--- src/design/gouraud_triangle_rasterizer_core_defines.svh ---
// Assertion macros shared by the rasterizer RTL.
`ifndef GOURAUD_TRIANGLE_RASTERIZER_CORE_DEFINES_SVH
`define GOURAUD_TRIANGLE_RASTERIZER_CORE_DEFINES_SVH

// Same-cycle implication, sampled on clk, off while reset is asserted.
`define GTR_ASSERT_NOW(lbl, ante, cons, msg) \
	lbl: assert property (@(posedge clk) disable iff (!arst_n) (ante) |-> (cons)) \
		else $error(msg);

// Next-cycle implication, sampled on clk, off while reset is asserted.
`define GTR_ASSERT_NXT(lbl, ante, cons, msg) \
	lbl: assert property (@(posedge clk) disable iff (!arst_n) (ante) |=> (cons)) \
		else $error(msg);

`endif

--- src/design/gtr_div.sv ---
module gtr_div #(
	parameter int NUM_W = 20,
	parameter int DEN_W = 12
) (
	input  logic clk,
	input  logic arst_n,
	input  logic start,
	input  logic signed [NUM_W-1:0] num,
	input  logic [DEN_W-1:0] den,
	output logic done,
	output logic signed [NUM_W-1:0] quo
);

	localparam int CNT_W = $clog2(NUM_W + 1);

	logic busy_q;
	logic done_q;
	logic [CNT_W-1:0] cnt_q;
	logic [NUM_W-1:0] mag_q;
	logic [NUM_W-1:0] q_q;
	logic [DEN_W-1:0] rem_q;
	logic [DEN_W-1:0] den_q;
	logic neg_q;
	logic [DEN_W:0] rem_sh;
	logic fits;

	// One quotient bit per cycle, restoring form on the magnitude.
	assign rem_sh = {rem_q, mag_q[NUM_W-1]};
	assign fits = rem_sh >= {1'b0, den_q};

	always_ff @(posedge clk or negedge arst_n) begin
		if (!arst_n) begin
			busy_q <= 1'b0;
			done_q <= 1'b0;
			cnt_q  <= '0;
		end else begin
			done_q <= 1'b0;
			if (start) begin
				busy_q <= 1'b1;
				cnt_q  <= CNT_W'(NUM_W);
			end else if (busy_q) begin
				cnt_q <= cnt_q - 1'b1;
				if (cnt_q == CNT_W'(1)) begin
					busy_q <= 1'b0;
					done_q <= 1'b1;
				end
			end
		end
	end

	// Operand and partial-result registers.
	always_ff @(posedge clk) begin
		if (start) begin
			mag_q <= num[NUM_W-1] ? $unsigned(-num) : $unsigned(num);
			neg_q <= num[NUM_W-1];
			den_q <= den;
			rem_q <= '0;
			q_q   <= '0;
		end else if (busy_q) begin
			mag_q <= {mag_q[NUM_W-2:0], 1'b0};
			q_q   <= {q_q[NUM_W-2:0], fits};
			rem_q <= fits ? DEN_W'(rem_sh - {1'b0, den_q}) : rem_sh[DEN_W-1:0];
		end
	end

	// Truncation toward zero: the sign goes back on the magnitude quotient.
	assign done = done_q;
	assign quo = neg_q ? -$signed(q_q) : $signed(q_q);

endmodule

--- config.mk ---
export PLATFORM = sky130hd
export DESIGN_NAME = gtr_div
export DESIGN_NICKNAME = d
export VERILOG_FILES = /design/src/design/gouraud_triangle_rasterizer_core_defines.svh /design/src/design/gtr_div.sv
export SDC_FILE = /design/constraint.sdc
export NUM_CORES = 1
export LEC_CHECK = 0
export ABC_AREA = 1
export BUFFER_PORTS_ARGS = -buffer_cell sky130_fd_sc_hd__clkbuf_2
export CAP_MARGIN = 20
export CORE_MARGIN = 2
export CORE_UTILIZATION = 55
export DETAILED_ROUTE_END_ITERATION = 7
export PLACE_DENSITY = 0.83
export RECOVER_POWER = 25
export SLEW_MARGIN = 10
export SYNTH_ARGS = -nofsm -noshare
export SYNTH_HDL_FRONTEND = slang
export SYNTH_SLANG_ARGS = --single-unit
--- constraint.sdc ---
create_clock -name clk -period 4.5 [get_ports clk]
set_input_delay 0.45 -clock clk [delete_from_list [all_inputs] [get_ports clk]]
set_output_delay 0.45 -clock clk [all_outputs]
set_load 0.005 [all_outputs]
==> Yosys cells after proc, flatten, opt, wreduce, memory -nomap -nowiden <==
Index checks and enable logic that the tools add are counted.
W data, S select, Z words.
{ "totals": {"register_bits": 72, "inputBits": 35, "output_inout_bits": 21, "wordCells": 28} }
{ "classes": {"n_addsub": 4, "magnitude_cmp": 1, "eq_ne": 1, "mux": 13, "reduce_logical": 1} }
{ "op_table": {"columns": ["cell", "n"], "rows": [
  ["$mux W20", 4],
  ["$neg A20 Y20", 2],
  ["$ge A13 B12 Y1", 1],
  ["$mux W12", 1],
  ["$sub A12 B12 Y12", 1],
  ["$mux W5", 2],
  ["$mux W1", 6],
  ["$eq A5 B1 Y1 const B", 1],
  ["$sub A5 B1 Y5 const B", 1],
  ["$reduce_bool A2 Y1", 1]
]} }

==> Depth between registers and ports, before layout <==
Gate-level depths: netlist (run 1).
{ "logic_depth": {"depth_word": 4, "mapped_depth": 14, "ltp_nobuf": 14} }

==> Worst setup path after synthesis (run 1) <==
OpenSTA, ideal clock, no wires.
{ "synth_path": {"path_type": "input -> register", "startpoint": "input start", "endpoint": "register mag_q[0], enable pin", "setup_time_ps": 392, "arrival_time_ps": 1560, "required_ps": 4108, "path_slack_ps": 2547, "path_stages": 4, "n_path_buf": 2, "path_cell_list": "buf_2 > nor2_1 > inv_1 > clkbuf_1"} }
{ "synth_between": {"elab_chain_len": 1} }
{ "synth_rtl": {"columns": ["item", "line", "rtl"], "rows": [
  ["start: declaration", "gtr_div.sv:7", "input logic start,"],
  ["$reduce_bool A2 Y1 (no source line)", null, null],
  ["end signal: assignment", "gtr_div.sv:54", "mag_q <= num[NUM_W-1] ? $unsigned(-num) : $unsigned(num);"],
  ["end signal: assignment", "gtr_div.sv:60", "mag_q <= {mag_q[NUM_W-2:0], 1'b0};"],
  ["end: declaration", "gtr_div.sv:19", "logic [NUM_W-1:0] mag_q;"]
]} }
Every way passes these cells.
A chain may end at the register's enable or synchronous reset.

==> Final worst setup path (run 1) <==
{ "layout_path": {"startpoint": "input start", "endpoint": "register mag_q[8], data pin"} }
{ "layout_between": {"elab_chain_len": 1} }
{ "layout_rtl": {"columns": ["item", "line", "rtl"], "rows": [
  ["$mux W20", "gtr_div.sv:53", "if (start) begin"]
]} }
Every way passes these cells.

==> results of run 1 <==
-- kinds of logic (layout without fill, tap and decap cells) --
group / Yosys count / after routing / synth area share, %
simple gates: 299 / 299 / 29.17
buf+inv: 104 / 159 / 9.407
flops: 72 / 72 / 41.54
compound gates: 65 / 65 / 8.371
xor+xnor: 32 / 32 / 6.444
fa+ha+maj: 17 / 17 / 5.063
-- synthesized netlist by cell type, drive strengths merged, types with 2 or more instances --
cell      n
a31oi     5
edfxtp   33
o22ai    19
nor2     55
nand2   173
ha       16
a21oi    10
inv      85
dfrtp     7
nand3    40
o21ai    29
or2       2
nand4    21
xor2     29
nor3      5
clkbuf    9
buf       9
dfxtp    32
xnor2     3
-- power by group --
| part | switching, uW | total [uW] | internal, uW |
|---|---|---|---|
| logic | 523 | 840 | 318 |
| registers | 70.1 | 848 | 778 |
| clock network | 232 | 486 | 253 |
| total | 825 | 2170 | 1350 |
-- critical path, delay by kind of cell --
kind,cells,cell delay [ns]
AOI/OAI and AO/OA,1,0.12
buffers and inverters,2,2.17
and+or+nand+nor,1,0.29
-- metrics by stage --
stage / instance area [sq um] / hold slack [ns] / util, % / cells / total power (uW)
final: 4865 / 0.2818 / 63.28 / 746 / 2174
after global routing: 4865 / 0.2657 / 63.28 / 746 / 2344
after CTS: 4871 / 0.2635 / 63.36 / 746 / 2183
after detailed placement: 4673 / 0.2961 / 60.79 / 729 / 1691
after global placement: 4673 / 0.2923 / 60.79 / 729 / 1664
after floorplan: 4349 / 0.1544 / - / 589 / 1480
-- final timing paths --
check	startpoint	endpoint	slack [ns]
min in group asynchronous	arst_n	cnt_q[0]$_DFFE_PN0P_	0.56
max in group asynchronous	arst_n	cnt_q[3]$_DFFE_PN0P_	3.65
max reg2reg	rem_q[6]$_SDFFE_PP0P_	rem_q[0]$_SDFFE_PP0P_	2.18
min	den[5]	den_q[5]$_DFFE_PP_	0.28
min reg2reg	rem_q[7]$_SDFFE_PP0P_	rem_q[7]$_SDFFE_PP0P_	0.49
max	start	mag_q[8]$_DFFE_PP_	1.51
-- metal layers --
| layer | track usage, % | vias up |
|---|---|---|
| li1 | - | 2015 |
| met1 | 28.24 | 1764 |
| met2 | 37.80 | 121 |
| met3 | 3.906 | 27 |
| met4 | 10.91 | 0 |
| met5 | 0 | - |
-- layout make-up --
class	count	area share, %
Tap cell	102	2.623
Clock buffer	10	2.623
Timing Repair Buffer	57	5.890
Multi-Input combinational cell	413	43.85
Inverter	86	6.636
Clock inverter	6	1.235
Sequential cell	72	37.14
-- flip-flops by register name, summed over array words and instances, names as in the netlist --
name    flops
q_q        20
done        1
busy_q      1
neg_q       1
mag_q      20
den_q      12
cnt_q       5
rem_q      12
==> impl_metrics.toml, run 1 <==
[outcome]
run_status = "complete, but fails checks"
violations_in_the_final_reports = "capacitance limit, slew limit"

[clock_network]
ctsHtreeMaxLevel = 3
clock_tree_from_tritoncts = "built"
cts.reportedPaths.clkPinSlew_ns = 0.08
postCtsSetupRepairBufs = 0
cts_hold_repair.buffers = 1
cts_inserted_buffers = 9
cts_max_path_buffers = 2
ctsRootBufferMaster = "clkbuf_8"
clk_latency_worst_skew_pair_ns = 0.34
post_cts_resize_count = 0
cts.sink_count = 72

[sta]
fin_setup_tns_ns = 0
timing.final.hold_violations = 0
final_min_period_over_clock_period_pct = 66.41
worst_slew_pin_slew_ns = 1.553
worst_clock_skew_ns = 0.007449
final_critical_path_setup_slack_ns = 1.512
finalSetupViolCount = 0
max_freq_mhz = 334.6
slew_viol_final = 32
final_period_minus_worst_setup_slack_ns = 2.988
unrepaired_setup_endpoints_after_global_routing = "false"
maxSlewHeadroom_pct = -3.513

[drt]
postRouteWirelength_um = 9171
total_drc_errors_in_the_routed_layout = 0
detailroute.wirelength.met3_um = 483
num_vias = 3927
detail_route.vias_per_cell = 5.264
dr.first_iter.drc_count = 238
drt_pass1_iterations = 5
metal1_wirelength_um = 4012
avgRoutedWirePerCell_um = 12.29
topRoutingLayerUsed = "met4"
antenna_left = 0
met2WireLength_um = 4427

[logic_synthesis]
area_share_of_the_largest_cell_type_after_synthesis_pct = 22.78
ys_seq_area_share_pct = 41.54
syn-num-nets = 641
synth-seq-cells = 72
post_synth_inst_count = 589
synth-main-ff-cell = "edfxtp_1"
ys.warnings.count = 0
synth.avg_cell_area_sq_um = 7.384
yosysUniqueCellTypes = 35
post-synth-top-area-cell = "edfxtp_1"
mappedNetlistArea_sq_um = 4349
ys_async_sr_fraction_pct = 9.722
synth_edf_count = 33
yosys-top-cells-area = "edfxtp_1, nand2_1, dfxtp_1, inv_1, xor2_1"

[die]
design.core.area_sq_um = 7687
pin_count = 56
fp.dieW_um = 92.93
floorplan.rows = 32
start_util_pct = 56.58
die-area_sq_um = 8635
die_y_um = 92.93

[critical_path]
crit_required_ns = 4.56
r2r_cells = 11
worstSetupPathType = "input port to flip-flop"
critical_path.slowest_cell = "clkbuf_1"
path_max_fanout = 31
crit_path_cell_trace = "clkbuf_1 -> clkinv_1 -> nand2_1 -> o21ai_0"
cp-end-kind = "flip-flop"
critPathMaxStageDelay_ns = 1.10
critical_path.startpoint_type = "input port"
cp_data_arrival_time_ns = 3.05

[finish]
num_antenna_cells = 0
drive_above_1_share_pct = 11.65
filler_cells_inserted = 735
final_common_cell = "nand2_1"
flow.area_growth_from_synthesis_pct = 11.85
layout.nets = 691
register_area_sq_um = 1807
layout.cells.most_common_list = "nand2_1, inv_1, nor2_1, clkbuf_2, nand3_1"
multi_input_area_sq_um = 2133

[grt]
grt_overflow_total = 0
grt_start_max_net_pins = 42
first_pass_grt_wire_length_um = 15700
grt_util_overall_pct = 22.58
first_global_vias = 3666
number_of_antenna_violations_at_the_first_check_in_global_routing = 0

[placed_design]
io_buffer_count = 55
place.gp.congestion = 0.9102
dp_hpwl_um = 6938
pre_cts_ws_ns = 1.779

[worst_hold_path]
hold_path_depth = 1
min-delay-path-class = "input port to flip-flop"

[power_and_ir_drop]
worst_supply_voltage_drop_on_vdd_mv = 0.1681
leakagePower_uw = 0.002469
power_density_nw_per_um2 = 446.9

[flow_run]
cap_violations = 1
No activity file was read; power rests on OpenSTA's default activity.
==> run 2: changes to the inputs <==
Settings changed: CORE_UTILIZATION 55 to 53, PLACE_DENSITY 0.83 to 0.84.
Clock period 4.5 ns to 2.4 ns, I/O delays scaled along.
==> impl_metrics.toml, run 2 (same netlist as run 1, synthesis figures left out) <==
[finish]
final_common_cell = "nand2_1"
flow.area_growth_from_synthesis_pct = 13.38
drive_above_1_share_pct = 13.21
layout.cells.most_common_list = "nand2_1, inv_1, nor2_1, clkbuf_2, nand3_1"
reg_top3 = "mag_q (20), q_q (20)"
final_core_util_pct = 60.93
num_antenna_cells = 0
layout.nets = 698

[drt]
num_vias = 3937
dr.first_iter.drc_count = 292
postRouteWirelength_um = 9628
antenna_left = 0
total_drc_errors_in_the_routed_layout = 0
detail_route.vias_per_cell = 5.208
drt_pass1_iterations = 5
avgRoutedWirePerCell_um = 12.74

[power_and_ir_drop]
leakagePower_uw = 0.002517
internal_power_uw = 2545
pwr-share-clk_pct = 22.8
pwr-share-comb_pct = 38.9
report.power.total_uw = 4145
power_density_nw_per_um2 = 840.6
worst_supply_voltage_drop_on_vdd_mv = 0.4058
seq_power_share_pct = 38.3
switching_share_pct = 38.59
power.net_switching_uw = 1600

[die]
start_util_pct = 53.74
floorplan.rows = 33
fp.dieW_um = 94.59
die-area_sq_um = 8946
pin_count = 56
design.core.area_sq_um = 8093
die_y_um = 94.59

[sta]
timing.final.hold_violations = 0
maxSlewHeadroom_pct = 13.44
slew_viol_final = 0
final_min_period_over_clock_period_pct = 93.27
fin_setup_tns_ns = 0
max_freq_mhz = 446.7
final_period_minus_worst_setup_slack_ns = 2.239
worst_slew_pin_slew_ns = 1.298
finalSetupViolCount = 0
worst_clock_skew_ns = 0.01060
unrepaired_setup_endpoints_after_global_routing = "false"

[worst_hold_path]
min-delay-path-class = "input port to flip-flop"

[clock_network]
cts_max_path_buffers = 2
ctsHtreeMaxLevel = 3
clock_tree_from_tritoncts = "built"
cts_inserted_buffers = 9
ctsRootBufferMaster = "clkbuf_8"
cts.reportedPaths.clkPinSlew_ns = 0.08
cts.sink_count = 72
clk_latency_worst_skew_pair_ns = 0.35

[critical_path]
path_max_fanout = 12
crit_required_ns = 2.16
critical_path.startpoint_type = "flip-flop"
cp_data_arrival_time_ns = 2.00
worstSetupPathType = "flip-flop to output pin"
cp-end-kind = "output pin"

[grt]
grt_overflow_total = 0
first_global_vias = 3699
number_of_antenna_violations_at_the_first_check_in_global_routing = 0
grt_start_max_net_pins = 42
grt_util_overall_pct = 22.56
first_pass_grt_wire_length_um = 16010

[placed_design]
io_buffer_count = 55
dp_hpwl_um = 7176
place.gp.congestion = 0.8934

[outcome]
run_status = "complete, no violations"

[flow_run]
cap_violations = 0
-- run 2: final timing paths --
| check | from | end | slack, ns | depth (start not counted) |
|---|---|---|---|---|
| min in group asynchronous | arst_n | busy_q$_DFF_PN0_ | 0.34 | 2 |
| min reg2reg | rem_q[10]$_SDFFE_PP0P_ | rem_q[10]$_SDFFE_PP0P_ | 0.49 | 2 |
| min | den[2] | den_q[2]$_DFFE_PP_ | 0.07 | 1 |
| max reg2reg | busy_q$_DFF_PN0_ | q_q[19]$_SDFFE_PP0P_ | 0.31 | 4 |
| max | neg_q$_DFFE_PP_ | quo[16] | 0.16 | 7 |
| max in group asynchronous | arst_n | cnt_q[3]$_DFFE_PN0P_ | 1.77 | 2 |
-- run 2: through the flow --
| stage | setup slack, ns | hold slack, ns | instances | cell area, sq um |
|---|---|---|---|---|
| global route | 0.002320 | 0.05655 | 756 | 4931 |
| finish | 0.1614 | 0.06723 | 756 | 4931 |
| CTS | 0.1022 | 0.05735 | 754 | 4921 |
| global placement | 0.4207 | 0.08327 | 737 | 4715 |
| floorplan | 0.6573 | -0.05559 | 589 | 4349 |
| detailed placement | 0.2779 | 0.08851 | 737 | 4715 |
-- run 2: worst max-delay path: stages (launching register included) --
cell,delay [ns]
edfxtp_1,0.55
inv_1,0.27
nor2_1,0.10
nor2_2,0.16
o21ai_1,0.14
nor2_1,0.14
xor2_1,0.16
clkbuf_2,0.13
-- run 2: layout make-up --
| type | count | area, sq um |
|---|---|---|
| Clock buffer | 11 | 162.7 |
| Clock inverter | 5 | 33.78 |
| Fill cell | 763 | 3162 |
| Inverter | 86 | 322.8 |
| Multi-Input combinational cell | 413 | 2136 |
| Sequential cell | 72 | 1807 |
| Tap cell | 105 | 131.4 |
| Timing Repair Buffer | 64 | 337.8 |
-- run 2: timing repair --
item	in CTS	in global routing
hold endpoints to repair	7	0
hold buffers	1	0
endpoints found under the setup margin	0	2
buffers inserted	0	2
resized for setup	0	1
-- run 2: routing by layer --
layer	GRT usage, %	share of wire, %	wire length, um
met5	0	0	0
met4	7.729	1.8	175
met1	28.69	45	4330
met3	4.230	4.9	472
met2	38.63	48	4650
-- run 2: power groups by stage --
| stage | logic [uW] | registers [uW] | clock network, uW |
|---|---|---|---|
| 4_1_cts | 1590 | 1590 | 955 |
| 5_1_grt | 1850 | 1610 | 1010 |
| 3_5_place_dp | 1580 | 1610 | 0 |
| 2_1_floorplan | 1210 | 1560 | 0 |
| 3_3_place_gp | 1550 | 1610 | 0 |
| 6_report | 1610 | 1590 | 945 |
==> run 3: changes to the inputs <==
Settings changed: CORE_UTILIZATION 53 to 54, CTS_BUF_LIST set to sky130_fd_sc_hd__clkbuf_8, PLACE_DENSITY 0.84 to 0.85.
==> impl_metrics.toml, run 3 (same netlist as run 1, synthesis figures left out) <==
[finish]
drive_above_1_share_pct = 12.90
flow.area_growth_from_synthesis_pct = 12.97
filler_cells_inserted = 709
final_core_util_pct = 63.26
reg_top3 = "mag_q (20), q_q (20)"
layout.nets = 698
final_common_cell = "nand2_1"
final_area_sq_um = 4913
layout.cells.most_common_list = "nand2_1, inv_1, nor2_1, clkbuf_2, nand3_1"
num_antenna_cells = 0

[placed_design]
placed_cell_area_sq_um = 4723
dp_hpwl_um = 7113
io_buffer_count = 55
place.gp.congestion = 0.9376

[worst_hold_path]
hold_sp = "den[3]"
min-delay-path-class = "input port to flip-flop"
worst_hold_endpoint = "den_q[3]$_DFFE_PP_"
hold_path_depth = 1

[sta]
final_period_minus_worst_setup_slack_ns = 2.270
finalSetupViolCount = 0
worst_clock_skew_ns = 0.006652
maxSlewHeadroom_pct = 39.41
fin_setup_tns_ns = 0
max_freq_mhz = 440.5
worst_slew_pin_slew_ns = 0.9089
slew_viol_final = 0
final_min_period_over_clock_period_pct = 94.58
timing.final.hold_violations = 0

[die]
floorplan.rows = 32
fp.dieW_um = 93.75
die-area_sq_um = 8788
pin_count = 56
design.core.area_sq_um = 7767
start_util_pct = 55.99
die_y_um = 93.75

[critical_path]
path_max_fanout = 4
crit_required_ns = 2.16
cp_data_arrival_time_ns = 2.03
r2r_cells = 11
r2r_slack_ns = 0.30
timing.rr.end = "rem_q[9]$_SDFFE_PP0P_"
critical_path.startpoint_type = "flip-flop"
cp-startpoint = "q_q[1]$_SDFFE_PP0P_"
worstSetupPathType = "flip-flop to output pin"
worst_r2r_startpoint = "rem_q[2]$_SDFFE_PP0P_"
cp-end-kind = "output pin"

[outcome]
run_status = "complete, no violations"

[drt]
postRouteWirelength_um = 9489
total_drc_errors_in_the_routed_layout = 0
avgRoutedWirePerCell_um = 12.60
num_vias = 4010
antenna_left = 0
drt_pass1_iterations = 5
detail_route.vias_per_cell = 5.325
dr.first_iter.drc_count = 270

[power_and_ir_drop]
leakagePower_uw = 0.002506
worst_supply_voltage_drop_on_vdd_mv = 0.3831
power_density_nw_per_um2 = 823.8

[grt]
grt_util_overall_pct = 23.03
first_pass_grt_wire_length_um = 16100
grt_start_max_net_pins = 34
number_of_antenna_violations_at_the_first_check_in_global_routing = 0
grt_overflow_total = 0
first_global_vias = 3605

[clock_network]
cts_inserted_buffers = 9
cts_max_path_buffers = 2
clk_latency_worst_skew_pair_ns = 0.35
cts.sink_count = 72
cts.reportedPaths.clkPinSlew_ns = 0.08
ctsHtreeMaxLevel = 3
ctsRootBufferMaster = "clkbuf_8"
clock_tree_from_tritoncts = "built"

[flow_run]
cap_violations = 0
## run 3: cell count changes in the layout (fill, tap and decap cells not counted), sizes merged
cell | before | now
clkbuf | 67 | 65
clkinv | 3 | 5
## run 3: power by group
group / switching (uW) / total, uW / leakage [uW] / internal [uW]
logic: 1000 / 1620 / 0.00172 / 617
clock network: 462 / 838 / 0.0000951 / 375
registers: 132 / 1590 / 0.000687 / 1460
## run 3: final cells by class
| type | instances | area (sq um) | share of cell area, % |
|---|---|---|---|
| Clock buffer | 9 | 123.9 | 2.521 |
| Clock inverter | 7 | 46.29 | 0.9422 |
| Inverter | 86 | 322.8 | 6.570 |
| Multi-Input combinational cell | 413 | 2138 | 43.52 |
| Sequential cell | 72 | 1807 | 36.77 |
| Tap cell | 102 | 127.6 | 2.597 |
| Timing Repair Buffer | 64 | 347.8 | 7.079 |
## run 3: critical path, cell delays in order (launching register included)
cell and delay [ns]:
dfxtp_1 0.32, inv_1 0.11, ha_2 0.21, nand3_1 0.08
nand2_1 0.10, nand2_1 0.11, nor2_2 0.14, o21ai_1 0.14
nor2_1 0.15, xor2_1 0.18, clkbuf_2 0.14
## run 3: worst max-delay path by stage
stage,to,depth (start not counted),slack (ns)
floorplan,mag_q[0]$_SDFFCE_PN0P_,4,0.66
global placement,rem_q[11]$_SDFFE_PP0P_,11,0.40
detailed placement,rem_q[9]$_SDFFE_PP0P_,11,0.34
CTS,quo[16],7,0.08
global route,quo[14],10,-0.02
finish,quo[16],10,0.13
## run 3: repair_timing
item / 4_1_cts / 5_1_grt
endpoints found under the setup margin: 0 / 2
gates resized for setup: 0 / 2
setup buffers: 0 / 2
hold buffers: 1 / 0
endpoints found under the hold margin: 7 / 0
## run 3: per-stage QoR
stage,total power [uW],instances,hold slack (ns),worst slack (ns)
6_report,4048,753,0.07057,0.1301
5_1_grt,4377,753,0.05488,-0.02104
2_1_floorplan,2774,589,-0.05559,0.6573
3_3_place_gp,3162,734,0.08014,0.3997
3_5_place_dp,3201,734,0.08833,0.3424
4_1_cts,4049,751,0.05518,0.08320
## run 3: per-layer routing
metal	routed length, um	GRT usage, %	vias up
li1	-	-	2027
met1	4212	31.03	1843
met2	4562	37.08	124
met3	557	4.093	16
met4	157	8.575	0
met5	0	0	-
